<file path="src/hdl/ibp_pkg.sv">
// Shared types and constants of the I/Q block power meter.
// No dependencies; every other file of the block imports this package.
package ibp_pkg;

  localparam int unsigned BYTE_W       = 8;
  localparam int unsigned POWER_W      = 15;
  localparam int unsigned PAIR_COUNT_W = 18;
  localparam int unsigned ENERGY_W     = 17;
  localparam int unsigned FS_W         = 16;
  localparam int unsigned MANT_W       = 30;
  localparam int unsigned FULL_SCALE_SQ = 65025;
  localparam int          DB_SCALE     = 771;
  localparam int          THREE_DB     = 768;
  localparam int          PWR_MIN      = -12800;
  localparam int          PWR_MAX      = 256;

  typedef enum logic [3:0] {
    ST_ACCUM,
    ST_DRAIN,
    ST_LOAD,
    ST_NORM,
    ST_SQUARE,
    ST_UPDATE,
    ST_SAVE,
    ST_DIFF,
    ST_OUT
  } ibp_state_e;

  typedef struct packed {
    logic acc_en;
    logic ld_sum;
    logic den_load;
    logic ld_den;
    logic shift;
    logic mant_load;
    logic square;
    logic update;
    logic save_sum;
    logic diff;
    logic emit;
  } ibp_cmd_t;

  typedef struct packed {
    logic xs_msb;
    logic xs_zero;
    logic frac_last;
  } ibp_status_t;

endpackage

</file>
<file path="src/hdl/ibp_if.sv">
// Stream interfaces of the block power meter: sample pairs in, results out.
// Depends on ibp_pkg for the field widths.
interface ibp_in_if;
  import ibp_pkg::*;
  logic                valid;
  logic                ready;
  logic [BYTE_W-1:0]   i_byte;
  logic [BYTE_W-1:0]   q_byte;
  logic                block_end;
  modport source (output valid, i_byte, q_byte, block_end, input ready);
  modport sink   (input valid, i_byte, q_byte, block_end, output ready);
endinterface

interface ibp_out_if;
  import ibp_pkg::*;
  logic                      valid;
  logic                      ready;
  logic signed [POWER_W-1:0] power_dbfs;
  logic [PAIR_COUNT_W-1:0]   pair_count;
  logic                      count_overflow;
  modport source (output valid, power_dbfs, pair_count, count_overflow, input ready);
  modport sink   (input valid, power_dbfs, pair_count, count_overflow, output ready);
endinterface

</file>
<file path="src/hdl/ibp_dp.sv">
// Datapath of the block power meter: energy accumulation, iterative log2 and dB scaling.
// Depends on ibp_pkg; driven by the commands of ibp_ctrl.
module ibp_dp #(
  parameter int unsigned MAX_SAMPLES   = 131072,
  parameter int unsigned LOG_FRAC_BITS = 8
) (
  input  logic                                clk_i,
  input  logic                                rst_ni,
  input  ibp_pkg::ibp_cmd_t                   cmd_i,
  output ibp_pkg::ibp_status_t                status_o,
  input  logic [ibp_pkg::BYTE_W-1:0]          i_byte_i,
  input  logic [ibp_pkg::BYTE_W-1:0]          q_byte_i,
  output logic signed [ibp_pkg::POWER_W-1:0]  power_dbfs_o,
  output logic [ibp_pkg::PAIR_COUNT_W-1:0]    pair_count_o,
  output logic                                count_overflow_o
);
  import ibp_pkg::*;

  localparam int unsigned CW  = $clog2(MAX_SAMPLES + 1);
  localparam int unsigned SW  = CW + ENERGY_W;
  localparam int unsigned DW  = CW + FS_W;
  localparam int unsigned LW  = (SW > MANT_W + 1) ? SW : MANT_W + 1;
  localparam int unsigned NW  = $clog2(LW);
  localparam int unsigned AW  = NW + LOG_FRAC_BITS;
  localparam int unsigned FCW = $clog2(LOG_FRAC_BITS + 1);
  localparam int unsigned PW  = AW + 12;
  localparam int unsigned MW  = MANT_W + 1;

  localparam logic signed [PW-1:0] PMIN = PW'(PWR_MIN);
  localparam logic signed [PW-1:0] PMAX = PW'(PWR_MAX);

  // Accumulation.
  logic signed [9:0]  ci, cq;
  logic signed [19:0] pi, pq;
  logic [ENERGY_W-1:0] e_d, e_q;
  logic                e_vld_q;
  logic [SW-1:0]       sum_q;
  logic [CW-1:0]       cnt_q;
  logic                ovf_q;
  logic                full;

  assign ci  = $signed({1'b0, i_byte_i, 1'b0}) - 10'sd255;
  assign cq  = $signed({1'b0, q_byte_i, 1'b0}) - 10'sd255;
  assign pi  = ci * ci;
  assign pq  = cq * cq;
  assign e_d = ENERGY_W'(pi[15:0]) + ENERGY_W'(pq[15:0]);
  assign full = (cnt_q == CW'(MAX_SAMPLES));

  always_ff @(posedge clk_i) begin
    if (cmd_i.acc_en) begin
      e_q <= e_d;
    end
  end

  always_ff @(posedge clk_i or negedge rst_ni) begin
    if (!rst_ni) begin
      e_vld_q <= 1'b0;
      sum_q   <= '0;
      cnt_q   <= '0;
      ovf_q   <= 1'b0;
    end else if (cmd_i.emit) begin
      e_vld_q <= 1'b0;
      sum_q   <= '0;
      cnt_q   <= '0;
      ovf_q   <= 1'b0;
    end else begin
      e_vld_q <= 1'b0;
      if (cmd_i.acc_en) begin
        if (full) begin
          ovf_q <= 1'b1;
        end else begin
          cnt_q   <= cnt_q + CW'(1);
          e_vld_q <= 1'b1;
        end
      end
      if (e_vld_q) begin
        sum_q <= sum_q + SW'(e_q);
      end
    end
  end

  // Denominator: count times full-scale power.
  logic [DW-1:0] den_q;
  always_ff @(posedge clk_i) begin
    if (cmd_i.den_load) begin
      den_q <= DW'(cnt_q) * DW'(FULL_SCALE_SQ);
    end
  end

  // Log2: normalize by single-bit shifts, then one squaring per fraction bit.
  logic [LW-1:0]    xs_q;
  logic [NW-1:0]    sh_q;
  logic [MW-1:0]    m_q;
  logic [2*MW-1:0]  prod_q;
  logic [AW-1:0]    acc_q, lsum_q;
  logic [FCW-1:0]   fcnt_q;
  logic [MW:0]      sq;
  logic             fbit;

  assign sq   = prod_q[2*MW-1:MANT_W];
  assign fbit = sq[MW];

  always_ff @(posedge clk_i) begin
    if (cmd_i.ld_sum) begin
      xs_q <= LW'(sum_q);
      sh_q <= '0;
    end else if (cmd_i.ld_den) begin
      xs_q <= LW'(den_q);
      sh_q <= '0;
    end else if (cmd_i.shift) begin
      xs_q <= {xs_q[LW-2:0], 1'b0};
      sh_q <= sh_q + NW'(1);
    end
    if (cmd_i.mant_load) begin
      m_q    <= xs_q[LW-1 -: MW];
      acc_q  <= status_o.xs_zero ? '0 : (AW'(LW - 1) - AW'(sh_q));
      fcnt_q <= '0;
    end else if (cmd_i.update) begin
      m_q    <= fbit ? sq[MW:1] : sq[MW-1:0];
      acc_q  <= {acc_q[AW-2:0], fbit};
      fcnt_q <= fcnt_q + FCW'(1);
    end
    if (cmd_i.square) begin
      prod_q <= m_q * m_q;
    end
    if (cmd_i.save_sum) begin
      lsum_q <= acc_q;
    end
  end

  assign status_o.xs_msb    = xs_q[LW-1];
  assign status_o.xs_zero   = (xs_q == '0);
  assign status_o.frac_last = (fcnt_q == FCW'(LOG_FRAC_BITS - 1));

  // Scaling to dB: difference times 771, floor shift, minus 3 dB, clamp.
  logic signed [AW:0]   dsig;
  logic signed [PW-1:0] dext, scaled_q, shifted, pre, clamped;

  assign dsig = $signed({1'b0, lsum_q}) - $signed({1'b0, acc_q});
  assign dext = PW'(dsig);

  always_ff @(posedge clk_i) begin
    if (cmd_i.diff) begin
      scaled_q <= dext * PW'(DB_SCALE);
    end
  end

  always_comb begin
    shifted = scaled_q >>> LOG_FRAC_BITS;
    pre     = shifted - PW'(THREE_DB);
    priority if (pre < PMIN) begin
      clamped = PMIN;
    end else if (pre > PMAX) begin
      clamped = PMAX;
    end else begin
      clamped = pre;
    end
  end

  assign power_dbfs_o     = clamped[POWER_W-1:0];
  assign pair_count_o     = PAIR_COUNT_W'(cnt_q);
  assign count_overflow_o = ovf_q;

  a_cnt_bound: assert property (@(posedge clk_i) disable iff (!rst_ni)
    cnt_q <= CW'(MAX_SAMPLES))
    else $error("pair count above its maximum");

  a_emit_clears: assert property (@(posedge clk_i) disable iff (!rst_ni)
    cmd_i.emit |=> (cnt_q == '0 && sum_q == '0 && !ovf_q))
    else $error("block state not cleared after a result");

  a_full_flags: assert property (@(posedge clk_i) disable iff (!rst_ni)
    (cmd_i.acc_en && !cmd_i.emit && full) |=> (ovf_q && $stable(cnt_q)))
    else $error("pair taken at full count not flagged as dropped");

  a_norm_done: assert property (@(posedge clk_i) disable iff (!rst_ni)
    cmd_i.mant_load |-> (status_o.xs_msb || status_o.xs_zero))
    else $error("mantissa taken before normalization finished");

endmodule

</file>
<file path="src/hdl/ibp_ctrl.sv">
// Sequencer of the block power meter: accumulation, two log2 passes and result hand-off.
// Depends on ibp_pkg; issues commands to ibp_dp.
module ibp_ctrl (
  input  logic                  clk_i,
  input  logic                  rst_ni,
  input  logic                  in_valid_i,
  input  logic                  in_block_end_i,
  input  logic                  out_free_i,
  input  ibp_pkg::ibp_status_t  status_i,
  output logic                  in_ready_o,
  output ibp_pkg::ibp_cmd_t     cmd_o
);
  import ibp_pkg::*;

  ibp_state_e state_q, state_d;
  logic       den_pass_q, den_pass_d;

  always_ff @(posedge clk_i or negedge rst_ni) begin
    if (!rst_ni) begin
      state_q    <= ST_ACCUM;
      den_pass_q <= 1'b0;
    end else begin
      state_q    <= state_d;
      den_pass_q <= den_pass_d;
    end
  end

  always_comb begin
    state_d    = state_q;
    den_pass_d = den_pass_q;
    cmd_o      = '0;
    in_ready_o = 1'b0;
    unique case (state_q)
      ST_ACCUM: begin
        in_ready_o = 1'b1;
        if (in_valid_i) begin
          cmd_o.acc_en = 1'b1;
          if (in_block_end_i) begin
            state_d = ST_DRAIN;
          end
        end
      end
      // The last pair's energy is still in the pipeline register.
      ST_DRAIN: state_d = ST_LOAD;
      ST_LOAD: begin
        cmd_o.ld_sum   = 1'b1;
        cmd_o.den_load = 1'b1;
        den_pass_d     = 1'b0;
        state_d        = ST_NORM;
      end
      ST_NORM: begin
        if (status_i.xs_msb || status_i.xs_zero) begin
          cmd_o.mant_load = 1'b1;
          state_d         = ST_SQUARE;
        end else begin
          cmd_o.shift = 1'b1;
        end
      end
      ST_SQUARE: begin
        cmd_o.square = 1'b1;
        state_d      = ST_UPDATE;
      end
      ST_UPDATE: begin
        cmd_o.update = 1'b1;
        if (!status_i.frac_last) begin
          state_d = ST_SQUARE;
        end else if (den_pass_q) begin
          state_d = ST_DIFF;
        end else begin
          state_d = ST_SAVE;
        end
      end
      ST_SAVE: begin
        cmd_o.save_sum = 1'b1;
        cmd_o.ld_den   = 1'b1;
        den_pass_d     = 1'b1;
        state_d        = ST_NORM;
      end
      ST_DIFF: begin
        cmd_o.diff = 1'b1;
        state_d    = ST_OUT;
      end
      ST_OUT: begin
        if (out_free_i) begin
          cmd_o.emit = 1'b1;
          den_pass_d = 1'b0;
          state_d    = ST_ACCUM;
        end
      end
      default: state_d = ST_ACCUM;
    endcase
  end

endmodule

</file>
<file path="src/hdl/iq_block_power_dbfs_unit.sv">
// Top level of the I/Q block power meter: sequencer, datapath and result register.
// Depends on ibp_pkg, ibp_if, ibp_dp and ibp_ctrl.
//
// The meter takes one 8-bit offset-binary I/Q pair per beat, centers each
// component as 2x-255, and sums the squared magnitude with a pair count. Pairs
// are accepted one per cycle for as long as the block lasts. The beat that
// carries block_end closes the block: input ready then drops while the meter
// forms log2 of the energy sum and of count*65025, each by a leading-one search
// that shifts one bit per cycle followed by one truncated squaring per fraction
// bit, and converts the difference to dBFS in 1/256 dB steps (times 771/256,
// minus 3 dB, clamped to -12800..256). Both log passes run in turn on the
// shared log2 shifter and squarer, whose width LW is the larger of 31 and
// clog2(MAX_SAMPLES+1)+17. The result sits in an output register, so the next
// block's pairs are accepted while it waits to be taken; only a second result
// waiting behind it holds the meter.
// A block longer than MAX_SAMPLES pairs keeps its first MAX_SAMPLES, reports a
// saturated count and sets count_overflow; all block state clears as the
// result is issued.
module iq_block_power_dbfs_unit #(
  parameter int unsigned MAX_SAMPLES   = 131072,
  parameter int unsigned LOG_FRAC_BITS = 8
) (
  input  logic       clk_i,
  input  logic       rst_ni,
  ibp_in_if.sink     in_i,
  ibp_out_if.source  out_o
);
  import ibp_pkg::*;

  ibp_cmd_t    cmd;
  ibp_status_t status;
  logic        out_valid_q;
  logic        out_free;

  logic signed [POWER_W-1:0] dp_power;
  logic [PAIR_COUNT_W-1:0]   dp_count;
  logic                      dp_ovf;

  logic signed [POWER_W-1:0] power_q;
  logic [PAIR_COUNT_W-1:0]   count_q;
  logic                      ovf_q;

  // The output register is free when empty or when its beat is taken now.
  assign out_free = !out_valid_q || out_o.ready;

  ibp_ctrl u_ctrl (
    .clk_i          (clk_i),
    .rst_ni         (rst_ni),
    .in_valid_i     (in_i.valid),
    .in_block_end_i (in_i.block_end),
    .out_free_i     (out_free),
    .status_i       (status),
    .in_ready_o     (in_i.ready),
    .cmd_o          (cmd)
  );

  ibp_dp #(
    .MAX_SAMPLES   (MAX_SAMPLES),
    .LOG_FRAC_BITS (LOG_FRAC_BITS)
  ) u_dp (
    .clk_i            (clk_i),
    .rst_ni           (rst_ni),
    .cmd_i            (cmd),
    .status_o         (status),
    .i_byte_i         (in_i.i_byte),
    .q_byte_i         (in_i.q_byte),
    .power_dbfs_o     (dp_power),
    .pair_count_o     (dp_count),
    .count_overflow_o (dp_ovf)
  );

  // Result register: loaded as the sequencer issues a result.
  always_ff @(posedge clk_i or negedge rst_ni) begin
    if (!rst_ni) begin
      out_valid_q <= 1'b0;
    end else if (cmd.emit) begin
      out_valid_q <= 1'b1;
    end else if (out_o.ready) begin
      out_valid_q <= 1'b0;
    end
  end

  always_ff @(posedge clk_i) begin
    if (cmd.emit) begin
      power_q <= dp_power;
      count_q <= dp_count;
      ovf_q   <= dp_ovf;
    end
  end

  assign out_o.valid          = out_valid_q;
  assign out_o.power_dbfs     = power_q;
  assign out_o.pair_count     = count_q;
  assign out_o.count_overflow = ovf_q;

endmodule

</file>
<file path="src/flat_wrapper.sv">
// flat-port wrapper written by rule: the top's interface ports become plain ports
module iq_block_power_dbfs_unit_flat import ibp_pkg::*;
#(
  parameter int unsigned MAX_SAMPLES   = 131072,
  parameter int unsigned LOG_FRAC_BITS = 8
)
  (clk_i, rst_ni, in_i_valid, in_i_i_byte, in_i_q_byte, in_i_block_end, in_i_ready, out_o_valid, out_o_power_dbfs, out_o_pair_count, out_o_count_overflow, out_o_ready);
  ibp_in_if in_i_i ();
  ibp_out_if out_o_i ();
  input  logic clk_i;
  input  logic rst_ni;
  input wire logic [$bits(in_i_i.valid)-1:0] in_i_valid;
  input wire logic [$bits(in_i_i.i_byte)-1:0] in_i_i_byte;
  input wire logic [$bits(in_i_i.q_byte)-1:0] in_i_q_byte;
  input wire logic [$bits(in_i_i.block_end)-1:0] in_i_block_end;
  output wire logic [$bits(in_i_i.ready)-1:0] in_i_ready;
  output wire logic [$bits(out_o_i.valid)-1:0] out_o_valid;
  output wire logic [$bits(out_o_i.power_dbfs)-1:0] out_o_power_dbfs;
  output wire logic [$bits(out_o_i.pair_count)-1:0] out_o_pair_count;
  output wire logic [$bits(out_o_i.count_overflow)-1:0] out_o_count_overflow;
  input wire logic [$bits(out_o_i.ready)-1:0] out_o_ready;
  assign in_i_i.valid = in_i_valid;
  assign in_i_i.i_byte = in_i_i_byte;
  assign in_i_i.q_byte = in_i_q_byte;
  assign in_i_i.block_end = in_i_block_end;
  assign in_i_ready = in_i_i.ready;
  assign out_o_valid = out_o_i.valid;
  assign out_o_power_dbfs = out_o_i.power_dbfs;
  assign out_o_pair_count = out_o_i.pair_count;
  assign out_o_count_overflow = out_o_i.count_overflow;
  assign out_o_i.ready = out_o_ready;
  iq_block_power_dbfs_unit #(.MAX_SAMPLES(MAX_SAMPLES), .LOG_FRAC_BITS(LOG_FRAC_BITS)) u_core (.clk_i(clk_i), .rst_ni(rst_ni), .in_i(in_i_i), .out_o(out_o_i));
endmodule
</file>
<file path="config.mk">
export PLATFORM = sky130hd
export DESIGN_NAME = iq_block_power_dbfs_unit_flat
export DESIGN_NICKNAME = d
export VERILOG_FILES = /design/src/hdl/ibp_pkg.sv /design/src/hdl/ibp_if.sv /design/src/hdl/ibp_dp.sv /design/src/hdl/ibp_ctrl.sv /design/src/hdl/iq_block_power_dbfs_unit.sv /design/src/flat_wrapper.sv
export SDC_FILE = /design/constraint.sdc
export NUM_CORES = 2
export LEC_CHECK = 0
export ABC_CLOCK_PERIOD_IN_PS = 21300
export BUFFER_PORTS_ARGS = -buffer_cell sky130_fd_sc_hd__buf_2
export CORE_MARGIN = 5
export CORE_UTILIZATION = 32
export CTS_BUF_LIST = sky130_fd_sc_hd__clkbuf_16
export DETAILED_ROUTE_END_ITERATION = 16
export HOLD_SLACK_MARGIN = 0.02
export PLACE_DENSITY_LB_ADDON = 0.25
export SYNTH_ARGS = -nofsm -noshare
export SYNTH_HDL_FRONTEND = slang
export SYNTH_HIERARCHICAL = 1
export SYNTH_SLANG_ARGS = --single-unit
export TNS_END_PERCENT = 1
</file>
<file path="constraint.sdc">
create_clock -name clk_i -period 21.3 [get_ports clk_i]
set_clock_uncertainty 0.1 [all_clocks]
set_input_delay 1.065 -clock clk_i [delete_from_list [all_inputs] [get_ports clk_i]]
set_output_delay 1.065 -clock clk_i [all_outputs]
set_load 0.05 [all_outputs]
</file>
==> flow_summary.ini <==
[run_status]
status = finished, final reports clean

[drt]
dr.pass1.iters = 5
drtIter0Drc = 1312
wl_per_cell_um = 16.60
drt_wl_total_um = 119000
drcViolationCount = 0
antenna_left = 0
routed-via-count = 32320
drt-vias-per-instance = 4.507

[sta]
period_needed_ns = 8.819
tightest_slew_ns = 0.9662
rsz0062_at_grt = no
max-slew-margin-rel_pct = 35.29
fin_crit_sh_pct = 41.40
whs_ns = 0.2895
hold_viol_final = 0
setup_violations = 0
maxSlewViolCount = 0
fin_setup_tns_ns = 0
max_freq_mhz = 113.4

[clocking]
insertion_delay_ns = 0.56
cts.sinks = 297
cts_buffers = 38
cts.clk_slew.worst_paths_ns = 0.06
cts_resized = 0
cts_root_buf = clkbuf_16
htreeDepth = 2
cts_tree = built
cts_setup_buffers = 0
holdBufCountCts = 0
cts_buffer_depth = 3

[die]
coreArea_um2 = 158400
start_util_pct = 32.21
ioPinCount = 57
fp.dieH_um = 409.3
dieArea_um2 = 167500
rows = 146
die_w_um = 409.3

[worst_setup_path]
end_kind = flop
crit_required_ns = 21.49
crit_path_start_kind = flop
worst-setup-path-type = reg2reg
slowest_stage = fa_1
path_common_cell = fa_1
path_max_fanout = 26
cp.arrival_ns = 9.01
cp_top_family = adder cells
cpPeakStageDelay_ns = 0.54
crit_buf_inv = 6
ff2ff_setup_slack_ns = 12.48

[synth]
synth_ff_type = edfxtp_1
synthXorXnorAreaFrac_pct = 3.811
yosys_warnings = 6
synth_edf_count = 227
synth_area_um2 = 51020
post_synth_fa_ha_maj_area_fraction_pct = 52.39
yosysSeqAreaShare_pct = 16.70
syn-instance-count = 5065
synthSimpleGateAreaFrac_pct = 10.17
synth_top_family_by_area = adder cells
yosysTopAreaCellShare_pct = 37.55
async_flop_share_pct = 20.20
syn_avg_cell_area_um2 = 10.07
yosys.area.top_type = fa_1
synth-compound-area-share_pct = 4.628
synth_cell_types = 83
synth_area_leaders = fa_1 (38%), ha_1 (15%), edfxtp_1 (13%), inv_1 (9.5%), dfrtp_1 (2.9%)
ys_seq_elements = 297
synthMuxAreaShare_pct = 1.653
synth_nets = 6648

[global_route]
grt_use_total_pct = 14.71
grt_max_degree = 89
grt_pass1_vias = 36050
grt_antenna_before_repair = 5
grt_pass1_wl_um = 197900
grt_overflow = 0

[place]
gp_congestion = 0.8090
placed_cells = 7097
numPortBuffers = 56
dp_hpwl_um = 94910

[cells_and_area]
final_nets = 6648
syn2layout_area_growth_pct = 7.644
multi_input_area_um2 = 37100
drive_above_1_share_pct = 4.004
final_common_cell = inv_1
finalNonFillerCells = 7171
mostFrequentLayoutCells = inv_1 (1308), fa_1 (957), ha_1 (605)
seq_area_um2 = 8518
n_fill_cell = 16080

[run]
cap_violations = 0

[min_path]
hold_class = in2async
==> kinds of logic (layout without fill, tap and decap cells) <==
| kind of cell | after synthesis | count (layout) |
|---|---|---|
| compound gates | 377 | 377 |
| xor+xnor | 222 | 222 |
| fa+ha+maj | 1562 | 1562 |
| buf+inv | 1439 | 1469 |
| flops | 297 | 297 |
| mux | 84 | 84 |
| other cells | 1 | 5 |
| simple gates | 1083 | 1083 |
==> sequential cells by signal (all words and copies together) (netlist names), 18 cells and up <==
signal	count
u_core/u_dp/sum_q	34
u_core/u_dp/den_q	34
u_core/u_dp/pair_count_o	18
u_core/u_dp/xs_q	35
u_core/out_o.pair_count	18
u_core/u_dp/prod_q	32
u_core/u_dp/scaled_q	18
u_core/u_dp/m_q	31
==> through the flow <==
step	setup WS (ns)	area, um^2	util [%]
after CTS	12.37	54910	34.67
after global placement	12.51	53710	33.91
after global routing	12.06	54910	34.67
final	12.48	54920	34.68
after detailed placement	12.36	53710	33.91
after floorplan	13.48	51020	-
==> synth_stat cells (all sizes together) (5+ instances only) <==
cell        n
a2111oi     5
a211oi     11
a21boi     11
a21o       34
a21oi      93
a31o        8
a31oi      10
and2      214
and3       15
and4        7
buf        16
clkbuf    126
dfrtp      60
dfxtp      10
edfxtp    227
fa        957
ha        605
inv      1297
mux2i      82
nand2     400
nand2b     21
nand3      30
nand3b      5
nand4      21
nor2      229
nor2b      29
nor3       46
nor3b       6
nor4       13
o21a       19
o21ai     138
o21bai      5
o22ai      10
or2        18
or3        16
xnor2     165
xor2       57
==> path summary, 6_finish.rpt <==
check / startpoint / to / depth (start not counted)
worst min register to register: u_core/u_dp/acc_q[11]$_DFFE_PP_ / u_core/u_dp/lsum_q[11]$_DFFE_PP_ / 0
worst min-delay path: rst_ni / u_core/out_o.valid$_DFFE_PN0P_ / 1
max in group asynchronous: rst_ni / u_core/u_dp/sum_q[30]$_DFFE_PN0N_ / 2
min in group clk_i: u_core/u_dp/acc_q[11]$_DFFE_PP_ / u_core/u_dp/lsum_q[11]$_DFFE_PP_ / 0
worst max register to register: u_core/u_dp/m_q[8]$_DFFE_PP_ / u_core/u_dp/prod_q[61]$_DFFE_PP_ / 27
worst max-delay path: u_core/u_dp/m_q[8]$_DFFE_PP_ / u_core/u_dp/prod_q[61]$_DFFE_PP_ / 27
==> layout make-up <==
cell class,count,share of cell area (%)
well taps,2072,4.721
flip-flops and latches,297,15.51
inverters,1297,8.865
diodes,4,0.01823
repair buffers,102,1.139
clock inverters,30,0.3691
multi-input cells,3329,67.56
clock buffers,40,1.823
==> worst register-to-register path, cell delays in order (launching register included) <==
cell and delay [ns]:
edfxtp_1 0.32, buf_4 0.35, inv_1 0.28, nor2_1 0.35, inv_1 0.13, fa_1 0.42, inv_1 0.07, fa_1 0.43
fa_1 0.52, inv_1 0.05, fa_1 0.47, inv_1 0.05, fa_1 0.48, fa_1 0.46, fa_1 0.54, fa_1 0.44
ha_1 0.32, a21oi_1 0.18, o21ai_2 0.09, nor4_1 0.54, a2111oi_2 0.22, o21ai_2 0.43, a211oi_2 0.16, o21ai_2 0.29
o21ai_2 0.12, or4_4 0.51, a31oi_4 0.18, xnor2_1 0.08
==> per-layer routing <==
metal	track usage [%]	part of all wire, %	vias up	routed length (um)
li1	-	-	15470	-
met1	20.39	47	16320	55840
met2	24.97	48	401	57420
met3	1.538	2.8	124	3375
met4	3.208	2.0	4	2379
met5	0	0.019	-	23
Power is left out: the tool's default activity adds up to more than one toggle a clock period on the data nets, which glitch-free logic cannot reach.
